[config.mk]
export PLATFORM = sky130hd
export DESIGN_NAME = rational_arith_unit
export DESIGN_NICKNAME = d
export VERILOG_FILES = /design/src/design/rau_pkg.sv /design/src/design/rau_seq.sv /design/src/design/rational_arith_unit.sv
export SDC_FILE = /design/constraint.sdc
export NUM_CORES = 2
export LEC_CHECK = 0
export ABC_AREA = 0
export BUFFER_PORTS_ARGS = -buffer_cell sky130_fd_sc_hd__buf_2
export CORE_ASPECT_RATIO = 1.25
export CORE_MARGIN = 5
export CORE_UTILIZATION = 43
export DETAILED_ROUTE_END_ITERATION = 10
export GPL_TIMING_DRIVEN = 0
export SLEW_MARGIN = 10
export SYNTH_ARGS = -nofsm -noshare
export SYNTH_HDL_FRONTEND = slang
export SYNTH_SLANG_ARGS = --single-unit
[constraint.sdc]
create_clock -name clk -period 15.36 [get_ports clk]
set_input_delay 2.304 -clock clk [delete_from_list [all_inputs] [get_ports clk]]
set_output_delay 2.304 -clock clk [all_outputs]
set_load 0.005 [all_outputs]
[src/design/rau_pkg.sv]
// ----------------------------------------------------------------------------
// rau_pkg: shared types, codes and microprogram of the rational unit
// Holds the operation codes, the control word layout, the sequencer
// condition bundle and the read-only microprogram table.
// ----------------------------------------------------------------------------
package rau_pkg;

  // Default operand width of the fraction inputs.
  localparam int DEFAULT_OPERAND_WIDTH = 16;

  // Operation codes carried by the op field.
  localparam logic [1:0] OP_ADD = 2'd0;
  localparam logic [1:0] OP_SUB = 2'd1;
  localparam logic [1:0] OP_MUL = 2'd2;
  localparam logic [1:0] OP_DIV = 2'd3;

  // Width of the microprogram step counter.
  localparam int PC_W = 4;

  // Step addresses of the microprogram.
  localparam logic [PC_W-1:0] STEP_MUL_P    = 4'd0;
  localparam logic [PC_W-1:0] STEP_MUL_Q    = 4'd1;
  localparam logic [PC_W-1:0] STEP_MUL_D    = 4'd2;
  localparam logic [PC_W-1:0] STEP_COMBINE  = 4'd3;
  localparam logic [PC_W-1:0] STEP_GCD_INIT = 4'd4;
  localparam logic [PC_W-1:0] STEP_GCD_LOOP = 4'd5;
  localparam logic [PC_W-1:0] STEP_DIV_INIT = 4'd6;
  localparam logic [PC_W-1:0] STEP_DIV_LOOP = 4'd7;
  localparam logic [PC_W-1:0] STEP_FIN_OK   = 4'd8;
  localparam logic [PC_W-1:0] STEP_FIN_ERR  = 4'd9;
  localparam logic [PC_W-1:0] STEP_FIN_ZERO = 4'd10;

  // Datapath operation selected by a control word.
  typedef enum logic [3:0] {
    ALU_NOP,
    ALU_MUL_P,
    ALU_MUL_Q,
    ALU_MUL_D,
    ALU_COMBINE,
    ALU_GCD_INIT,
    ALU_GCD_STEP,
    ALU_DIV_INIT,
    ALU_DIV_STEP
  } alu_op_t;

  // Jump condition of a control word; a taken jump loads the target step.
  typedef enum logic [2:0] {
    JMP_NONE,
    JMP_DEN_ZERO,
    JMP_MAG_ZERO,
    JMP_GCD_BUSY,
    JMP_DIV_BUSY
  } jump_t;

  // Result written when the program ends.
  typedef enum logic [1:0] {
    FIN_NONE,
    FIN_OK,
    FIN_ERR,
    FIN_ZERO
  } fin_t;

  typedef struct packed {
    alu_op_t         alu;
    jump_t           jmp;
    logic [PC_W-1:0] target;
    fin_t            fin;
  } ctrl_t;

  // Status flags from the datapath that steer the sequencer.
  typedef struct packed {
    logic den_zero;
    logic mag_zero;
    logic gcd_done;
    logic div_last;
    logic out_free;
  } cond_t;

  // Microprogram table: one control word per step.
  function automatic ctrl_t ucode_rom(input logic [PC_W-1:0] addr);
    ctrl_t w;
    w = '{alu: ALU_NOP, jmp: JMP_NONE, target: STEP_MUL_P, fin: FIN_ERR};
    unique case (addr)
      STEP_MUL_P:    w = '{alu: ALU_MUL_P, jmp: JMP_NONE, target: STEP_MUL_P, fin: FIN_NONE};
      STEP_MUL_Q:    w = '{alu: ALU_MUL_Q, jmp: JMP_NONE, target: STEP_MUL_P, fin: FIN_NONE};
      STEP_MUL_D:    w = '{alu: ALU_MUL_D, jmp: JMP_NONE, target: STEP_MUL_P, fin: FIN_NONE};
      STEP_COMBINE:  w = '{alu: ALU_COMBINE, jmp: JMP_DEN_ZERO, target: STEP_FIN_ERR,
                           fin: FIN_NONE};
      STEP_GCD_INIT: w = '{alu: ALU_GCD_INIT, jmp: JMP_MAG_ZERO, target: STEP_FIN_ZERO,
                           fin: FIN_NONE};
      STEP_GCD_LOOP: w = '{alu: ALU_GCD_STEP, jmp: JMP_GCD_BUSY, target: STEP_GCD_LOOP,
                           fin: FIN_NONE};
      STEP_DIV_INIT: w = '{alu: ALU_DIV_INIT, jmp: JMP_NONE, target: STEP_MUL_P,
                           fin: FIN_NONE};
      STEP_DIV_LOOP: w = '{alu: ALU_DIV_STEP, jmp: JMP_DIV_BUSY, target: STEP_DIV_LOOP,
                           fin: FIN_NONE};
      STEP_FIN_OK:   w = '{alu: ALU_NOP, jmp: JMP_NONE, target: STEP_MUL_P, fin: FIN_OK};
      STEP_FIN_ERR:  w = '{alu: ALU_NOP, jmp: JMP_NONE, target: STEP_MUL_P, fin: FIN_ERR};
      STEP_FIN_ZERO: w = '{alu: ALU_NOP, jmp: JMP_NONE, target: STEP_MUL_P, fin: FIN_ZERO};
      default:       w = '{alu: ALU_NOP, jmp: JMP_NONE, target: STEP_MUL_P, fin: FIN_ERR};
    endcase
    return w;
  endfunction

endpackage

[src/design/rau_seq.sv]
// ----------------------------------------------------------------------------
// rau_seq: microprogram sequencer of the rational unit
// Step counter over the read-only microprogram, with conditional jumps on
// datapath flags and a hold on the final step while the output is full.
// ----------------------------------------------------------------------------
module rau_seq
  import rau_pkg::*;
(
  input  logic  clk,
  input  logic  rst,
  input  logic  start,
  input  cond_t cond,
  output logic  busy,
  output ctrl_t ctrl
);

  logic [PC_W-1:0] pc;
  logic [PC_W-1:0] pc_next;
  logic            busy_next;
  logic            taken;

  // Fetch the control word of the current step.
  assign ctrl = ucode_rom(pc);

  // Evaluate the jump condition of the current word.
  always_comb begin
    unique case (ctrl.jmp)
      JMP_NONE:     taken = 1'b0;
      JMP_DEN_ZERO: taken = cond.den_zero;
      JMP_MAG_ZERO: taken = cond.mag_zero;
      JMP_GCD_BUSY: taken = !cond.gcd_done;
      JMP_DIV_BUSY: taken = !cond.div_last;
      default:      taken = 1'b0;
    endcase
  end

  // Next step: start on an accepted item, end on a finish word once the
  // output register is free, otherwise jump or fall through.
  always_comb begin
    pc_next   = pc;
    busy_next = busy;
    if (!busy) begin
      if (start) begin
        busy_next = 1'b1;
        pc_next   = STEP_MUL_P;
      end
    end else if (ctrl.fin != FIN_NONE) begin
      if (cond.out_free) begin
        busy_next = 1'b0;
      end
    end else if (taken) begin
      pc_next = ctrl.target;
    end else begin
      pc_next = pc + 1'b1;
    end
  end

  always_ff @(posedge clk) begin
    if (rst) begin
      busy <= 1'b0;
      pc   <= STEP_MUL_P;
    end else begin
      busy <= busy_next;
      pc   <= pc_next;
    end
  end

endmodule

[src/design/rational_arith_unit.sv]
// ----------------------------------------------------------------------------
// rational_arith_unit: add, subtract, multiply or divide two fractions
// Forms the cross products on one shared multiplier, reduces the result by
// its greatest common divisor and returns the fraction in lowest terms with
// the sign on the numerator.
//
//   channel  handshake            payload
//   in       in_valid / in_ready  op, a_num, a_den, b_num, b_den
//   out      out_valid/ out_ready res_num, res_den, status
//
// The time an item takes is set by the binary GCD subtract loop and the
// one-bit-per-cycle quotient loop. A zero denominator ends with an error
// and a zero numerator with a zero result, both without the loops. One
// item is in work at a time; the next is taken as soon as the previous
// result sits in the output register. A result waiting on out_ready holds
// the final step. Reset is synchronous.
// ----------------------------------------------------------------------------
module rational_arith_unit
  import rau_pkg::*;
#(
  parameter int OPERAND_WIDTH = DEFAULT_OPERAND_WIDTH
) (
  input  logic                             clk,
  input  logic                             rst,
  input  logic                             in_valid,
  output logic                             in_ready,
  input  logic [1:0]                       op,
  input  logic signed [OPERAND_WIDTH-1:0]  a_num,
  input  logic [OPERAND_WIDTH-1:0]         a_den,
  input  logic signed [OPERAND_WIDTH-1:0]  b_num,
  input  logic [OPERAND_WIDTH-1:0]         b_den,
  output logic                             out_valid,
  input  logic                             out_ready,
  output logic signed [2*OPERAND_WIDTH:0]  res_num,
  output logic [2*OPERAND_WIDTH-1:0]       res_den,
  output logic                             status
);

  localparam int W  = OPERAND_WIDTH;
  localparam int N  = 2 * OPERAND_WIDTH;
  localparam int CW = $clog2(N);

  // Operand registers.
  logic [1:0]    op_r;
  logic          an;
  logic          bn;
  logic [W-1:0]  am;
  logic [W-1:0]  bm;
  logic [W-1:0]  ad;
  logic [W-1:0]  bd;
  logic [W-1:0]  a_mag;
  logic [W-1:0]  b_mag;

  // Products and working registers.
  logic [N-1:0]  p;
  logic [N-1:0]  q;
  logic [N-1:0]  den;
  logic [N-1:0]  rmag;
  logic          rneg;
  logic [N-1:0]  u;
  logic [N-1:0]  v;
  logic [N-1:0]  nr;
  logic [N-1:0]  dr;
  logic [N-1:0]  rem_n;
  logic [N-1:0]  rem_d;
  logic [CW-1:0] cnt;

  // Control.
  logic          busy;
  logic          accept;
  logic          fin_fire;
  ctrl_t         ctrl;
  cond_t         cond;

  // Shared multiplier.
  logic [W-1:0]  mul_x;
  logic [W-1:0]  mul_y;
  logic [N-1:0]  product;

  // Sign combine.
  logic          q_neg;
  logic [N-1:0]  comb_mag;
  logic          comb_neg;

  // GCD step.
  logic          u_gt_v;
  logic [N-1:0]  diff;
  logic          gcd_done;

  // Quotient step.
  logic [N:0]    sh_n;
  logic [N:0]    sh_d;
  logic          ge_n;
  logic          ge_d;
  logic [N:0]    sub_n;
  logic [N:0]    sub_d;

  assign in_ready = !busy;
  assign accept   = in_valid && in_ready;

  // Sign and magnitude of the incoming numerators.
  assign a_mag = a_num[W-1] ? (~$unsigned(a_num)) + 1'b1 : $unsigned(a_num);
  assign b_mag = b_num[W-1] ? (~$unsigned(b_num)) + 1'b1 : $unsigned(b_num);

  // Sequencer flags.
  assign gcd_done      = u[0] && v[0] && (u == v);
  assign cond.den_zero = (den == '0);
  assign cond.mag_zero = (rmag == '0);
  assign cond.gcd_done = gcd_done;
  assign cond.div_last = (cnt == CW'(N - 1));
  assign cond.out_free = !out_valid || out_ready;

  rau_seq u_seq (
    .clk   (clk),
    .rst   (rst),
    .start (accept),
    .cond  (cond),
    .busy  (busy),
    .ctrl  (ctrl)
  );

  // Operand selection for the shared multiplier.
  always_comb begin
    case (ctrl.alu)
      ALU_MUL_P: begin
        mul_x = am;
        mul_y = (op_r == OP_MUL) ? bm : bd;
      end
      ALU_MUL_Q: begin
        mul_x = bm;
        mul_y = ad;
      end
      ALU_MUL_D: begin
        mul_x = ad;
        mul_y = (op_r == OP_DIV) ? bm : bd;
      end
      default: begin
        mul_x = am;
        mul_y = bd;
      end
    endcase
  end

  assign product = N'(mul_x) * N'(mul_y);

  // Signed sum, difference or product (MUL, DIV); a zero q term is positive.
  always_comb begin
    q_neg = ((op_r == OP_SUB) ? !bn : bn) && (q != '0);
    if ((op_r == OP_MUL) || (op_r == OP_DIV)) begin
      comb_mag = p;
      comb_neg = an ^ bn;
    end else if (an == q_neg) begin
      comb_mag = p + q;
      comb_neg = an;
    end else if (p >= q) begin
      comb_mag = p - q;
      comb_neg = an;
    end else begin
      comb_mag = q - p;
      comb_neg = q_neg;
    end
  end

  // Difference of the two odd GCD operands.
  assign u_gt_v = u > v;
  assign diff   = u_gt_v ? (u - v) : (v - u);

  // Restoring quotient step for numerator and denominator by the odd GCD.
  assign sh_n  = {rem_n, nr[N-1]};
  assign sh_d  = {rem_d, dr[N-1]};
  assign ge_n  = sh_n >= {1'b0, u};
  assign ge_d  = sh_d >= {1'b0, u};
  assign sub_n = sh_n - {1'b0, u};
  assign sub_d = sh_d - {1'b0, u};

  // Datapath registers driven by the current control word.
  always_ff @(posedge clk) begin
    if (accept) begin
      op_r <= op;
      an   <= a_num[W-1];
      bn   <= b_num[W-1];
      am   <= a_mag;
      bm   <= b_mag;
      ad   <= a_den;
      bd   <= b_den;
    end else if (busy) begin
      case (ctrl.alu)
        ALU_MUL_P: p   <= product;
        ALU_MUL_Q: q   <= product;
        ALU_MUL_D: den <= product;
        ALU_COMBINE: begin
          rmag <= comb_mag;
          rneg <= comb_neg;
        end
        ALU_GCD_INIT: begin
          u  <= rmag;
          v  <= den;
          nr <= rmag;
          dr <= den;
        end
        ALU_GCD_STEP: begin
          // Common factors of two leave the originals with the operands.
          if (!u[0] && !v[0]) begin
            u  <= u >> 1;
            v  <= v >> 1;
            nr <= nr >> 1;
            dr <= dr >> 1;
          end else if (!u[0]) begin
            u <= u >> 1;
          end else if (!v[0]) begin
            v <= v >> 1;
          end else if (!gcd_done) begin
            if (u_gt_v) begin
              u <= diff >> 1;
            end else begin
              v <= diff >> 1;
            end
          end
        end
        ALU_DIV_INIT: begin
          rem_n <= '0;
          rem_d <= '0;
          cnt   <= '0;
        end
        ALU_DIV_STEP: begin
          rem_n <= ge_n ? sub_n[N-1:0] : sh_n[N-1:0];
          rem_d <= ge_d ? sub_d[N-1:0] : sh_d[N-1:0];
          nr    <= {nr[N-2:0], ge_n};
          dr    <= {dr[N-2:0], ge_d};
          cnt   <= cnt + 1'b1;
        end
        default: ;
      endcase
    end
  end

  // Output register; the finish step writes it once it is free.
  assign fin_fire = busy && (ctrl.fin != FIN_NONE) && cond.out_free;

  always_ff @(posedge clk) begin
    if (rst) begin
      out_valid <= 1'b0;
    end else if (fin_fire) begin
      out_valid <= 1'b1;
    end else if (out_ready) begin
      out_valid <= 1'b0;
    end
  end

  always_ff @(posedge clk) begin
    if (fin_fire) begin
      case (ctrl.fin)
        FIN_OK: begin
          res_num <= rneg ? $signed(~{1'b0, nr} + 1'b1) : $signed({1'b0, nr});
          res_den <= dr;
          status  <= 1'b0;
        end
        FIN_ZERO: begin
          res_num <= '0;
          res_den <= N'(1);
          status  <= 1'b0;
        end
        default: begin
          res_num <= '0;
          res_den <= '0;
          status  <= 1'b1;
        end
      endcase
    end
  end

`ifndef ASSERT_OFF
  // An accepted item starts the program on the next cycle.
  a_start: assert property (@(posedge clk) disable iff (rst) accept |=> busy)
    else $error("accepted item did not start the sequencer");

  // The GCD loop only runs on nonzero operands.
  a_gcd_nonzero: assert property (@(posedge clk) disable iff (rst)
    busy && (ctrl.alu == ALU_GCD_STEP) |-> (u != '0) && (v != '0))
    else $error("GCD step on a zero operand");

  // Partial remainders stay below the divisor.
  a_rem_bound: assert property (@(posedge clk) disable iff (rst)
    busy && (ctrl.alu == ALU_DIV_STEP) |-> (rem_n < u) && (rem_d < u))
    else $error("quotient remainder out of range");

  // An error result carries a zero fraction.
  a_err_zero: assert property (@(posedge clk) disable iff (rst)
    out_valid && status |-> (res_den == '0) && (res_num == '0))
    else $error("error result with nonzero fraction");

  // A good result always has a positive denominator.
  a_den_pos: assert property (@(posedge clk) disable iff (rst)
    out_valid && !status |-> (res_den != '0))
    else $error("good result with zero denominator");
`endif

endmodule
==> run summary <==
Clk sinks: 478
Die ar.: 103000 µm²
Number of synthesized flops with an enable pin: 460
Largest net degree at the start of global routing: 35
Final GP Congestion: 0.979
Layout cells sized above 1: 7.63%
Congestion Overflow GR: 0
Vias in the first global route: 35800
CP Class: reg -> reg
PostCTS Resize Cnt: 0
Finish-stage setup viols: 0
Register area: 14200 µm²
Post-synth top area cell: edfxtp_1
Num CTS Buffers: 53
Global-route wire length before repair: 214000 µm
Core Rows: 127
Skew final: 38.0 ps
Quantity of hold-fixing buffers added after cts: 0
CTS tree: yes
Post-CTS Setup Bufs: 0
Root Buffer: clkbuf_16
Post-synthesis register bit count: 478
Crit start category: register
Final worst path period share: 69.6%
Filler Cell Count: 9269
Min cycle time layout: 10690 ps
DPL Wire Length: 116000 µm
Clock-pin slew on the worst setup and hold paths: 60 ps
Syn Area/Cell: 9.25 µm²
Most frequent cells in the layout: nand2_1 (489), nor2_1 (481), edfxtp_1 (460), inv_1 (436), ha_1 (339)
Final core utilization: 48.1%
Detailed Routing Iterations Pass 1: 5
Area contributors post-synth: edfxtp_1 (33%), ha_1 (10%), fa_1 (9.7%)
# DRC: 0
Commonest non-fill, non-tap cell in the layout: nand2_1
Layout Area Growth over Synthesis: 11.1%
Nets: 5314
Max-slew headroom: 17.2%
CP Data Required Time: 15720 ps
Post-synth top area share: 33.3%
RSZ-0062 raised after global routing: false
Cell total after placement: 5938
Die W: 288 µm
Hold slack: 573 ps
Crit path DAT: 11050 ps
First DRT Iteration DRCs: 2954
Fin Setup TNS: 0 ps
Die height: 357 µm
Worst setup EP type: register
Clock Tree Buf Depth: 3
Fmax: 0.0935 GHz
Hold Vio Cnt, Final: 0
Worst min-delay path class: reg -> reg
Starting Density: 43.3%
Vias per Instance: 5.81
FFs w/ async S/R, synth: 0%
Max-slew violations: 0
All-Layer GR Usage: 27.3%
Wire per inst: 23.7 µm
Worst Max-Slew Pin Slew: 1240 ps
Post-route ant nets: 0
Area occupied by multi-input gates: 24900 µm²
Mapped cell area: 41500 µm²
Mapped Cells: 4486
I/O pin count: 138
Outcome: completed
Main synth FF type: edfxtp_1
I/O Buffers: 137
Initial antenna violation count: 4
Crit path max fanout: 10
Layout Cells excl Fill: 6040
Max_cap viols: 0
Clk_lat worst skew: 650 ps
Syn nets: 5096
Register area share after synthesis: 34.2%
Routed WL: 143000 µm
Via Count: 35100
Ys Warns: 0
Floorplan core area: 95800 µm²
Netlist cell types: 101
CTS H-tree depth: 2
## final cells by class
type,instances,area share [%]
clock inverter,38,1.05
clock buffer,60,2.93
buffer,211,1.86
antenna,3,0.0163
tap,1290,3.50
timing repair buffer,163,2.28
inverter,436,3.55
multi-input combinational,3361,54.1
sequential,478,30.7
## logic make-up after synthesis
| family | share of synthesized area, % |
|---|---|
| AOI/OAI and AO/OA | 17.1 |
| xor gates and xnor gates | 4.52 |
| adders and majority gates | 19.9 |
| buffers and inverters | 6.01 |
| DFF | 34.2 |
| muxes | 1.76 |
| and+or+nand+nor | 16.5 |
## critical path, stage by stage, from the launching register on
cell	delay [ps]
dfxtp_1	300
clkbuf_1	340
clkbuf_1	560
nand3_1	470
clkbuf_1	350
buf_1	420
o221ai_2	830
nor2_1	160
fa_1	530
inv_1	60
fa_1	470
fa_1	550
inv_1	40
ha_1	290
fa_1	480
inv_1	50
fa_1	470
inv_1	40
ha_1	190
or3_1	450
a2111oi_0	850
nor4_1	270
o41ai_1	1040
a21oi_1	270
nand4_1	210
a32oi_1	140
xnor2_1	590
## path summary, 6_finish.rpt
check	from	endpoint	slack, ps	cells past startpoint
max	u_seq.ctrl[9]$_SDFF_PP0_	den[31]$_DFFE_PP_	4670	26
min	out_valid$_SDFFE_PP0P_	out_valid$_SDFFE_PP0P_	570	2
max reg2reg	u_seq.ctrl[9]$_SDFF_PP0_	den[31]$_DFFE_PP_	4670	26
min reg2reg	out_valid$_SDFFE_PP0P_	out_valid$_SDFFE_PP0P_	570	2
## cell usage after synthesis (all sizes together), types with 14 or more instances
cell type / n
o211ai: 27
a22oi: 77
mux2i: 63
nand4: 37
nand3: 56
a211oi: 41
o21bai: 40
nor2: 484
clkbuf: 155
nor2b: 45
xor2: 80
edfxtp: 460
nor3: 82
o21a: 33
xnor2: 134
and2: 62
o221a: 17
inv: 436
o221ai: 20
nor4: 46
o21ai: 217
fa: 201
a21boi: 14
nand2: 489
a31oi: 20
or3: 40
dfxtp: 18
buf: 56
nand2b: 46
ha: 339
a21o: 116
and3: 33
a21oi: 245
o31ai: 36
a221oi: 38
## metrics by stage
step / cell area, µm² / setup slack, ps
after detailed placement: 44300 / 4870
after floorplan: 41500 / 7930
after global routing: 46100 / 4450
after global placement: 43800 / 4480
final: 46100 / 4670
after CTS: 46100 / 4890
## metal layers
metal	wire length, µm	global-route usage, %	vias to the layer above
met3	8680	3.68	489
met4	12500	19.4	0
li1	-	-	16300
met2	70400	48.4	1439
met1	51300	30.0	16900
met5	0	0	-
## sequential cells by signal, summed over array words and instances, names as in the netlist, 2 cells and up
register and count:
op_r 2, v 32, rmag 32, am 16
dr 32, den 32, rem_d 32, bd 16
ad 16, rem_n 32, u_seq.pc 4, nr 32
cnt 5, q 32, u 32, u_seq.ctrl 12
p 32, bm 16, res_den 32, res_num 33
Power is not shown: default switching activity piles up to over one toggle a cycle in this logic, so the estimate is an artifact.
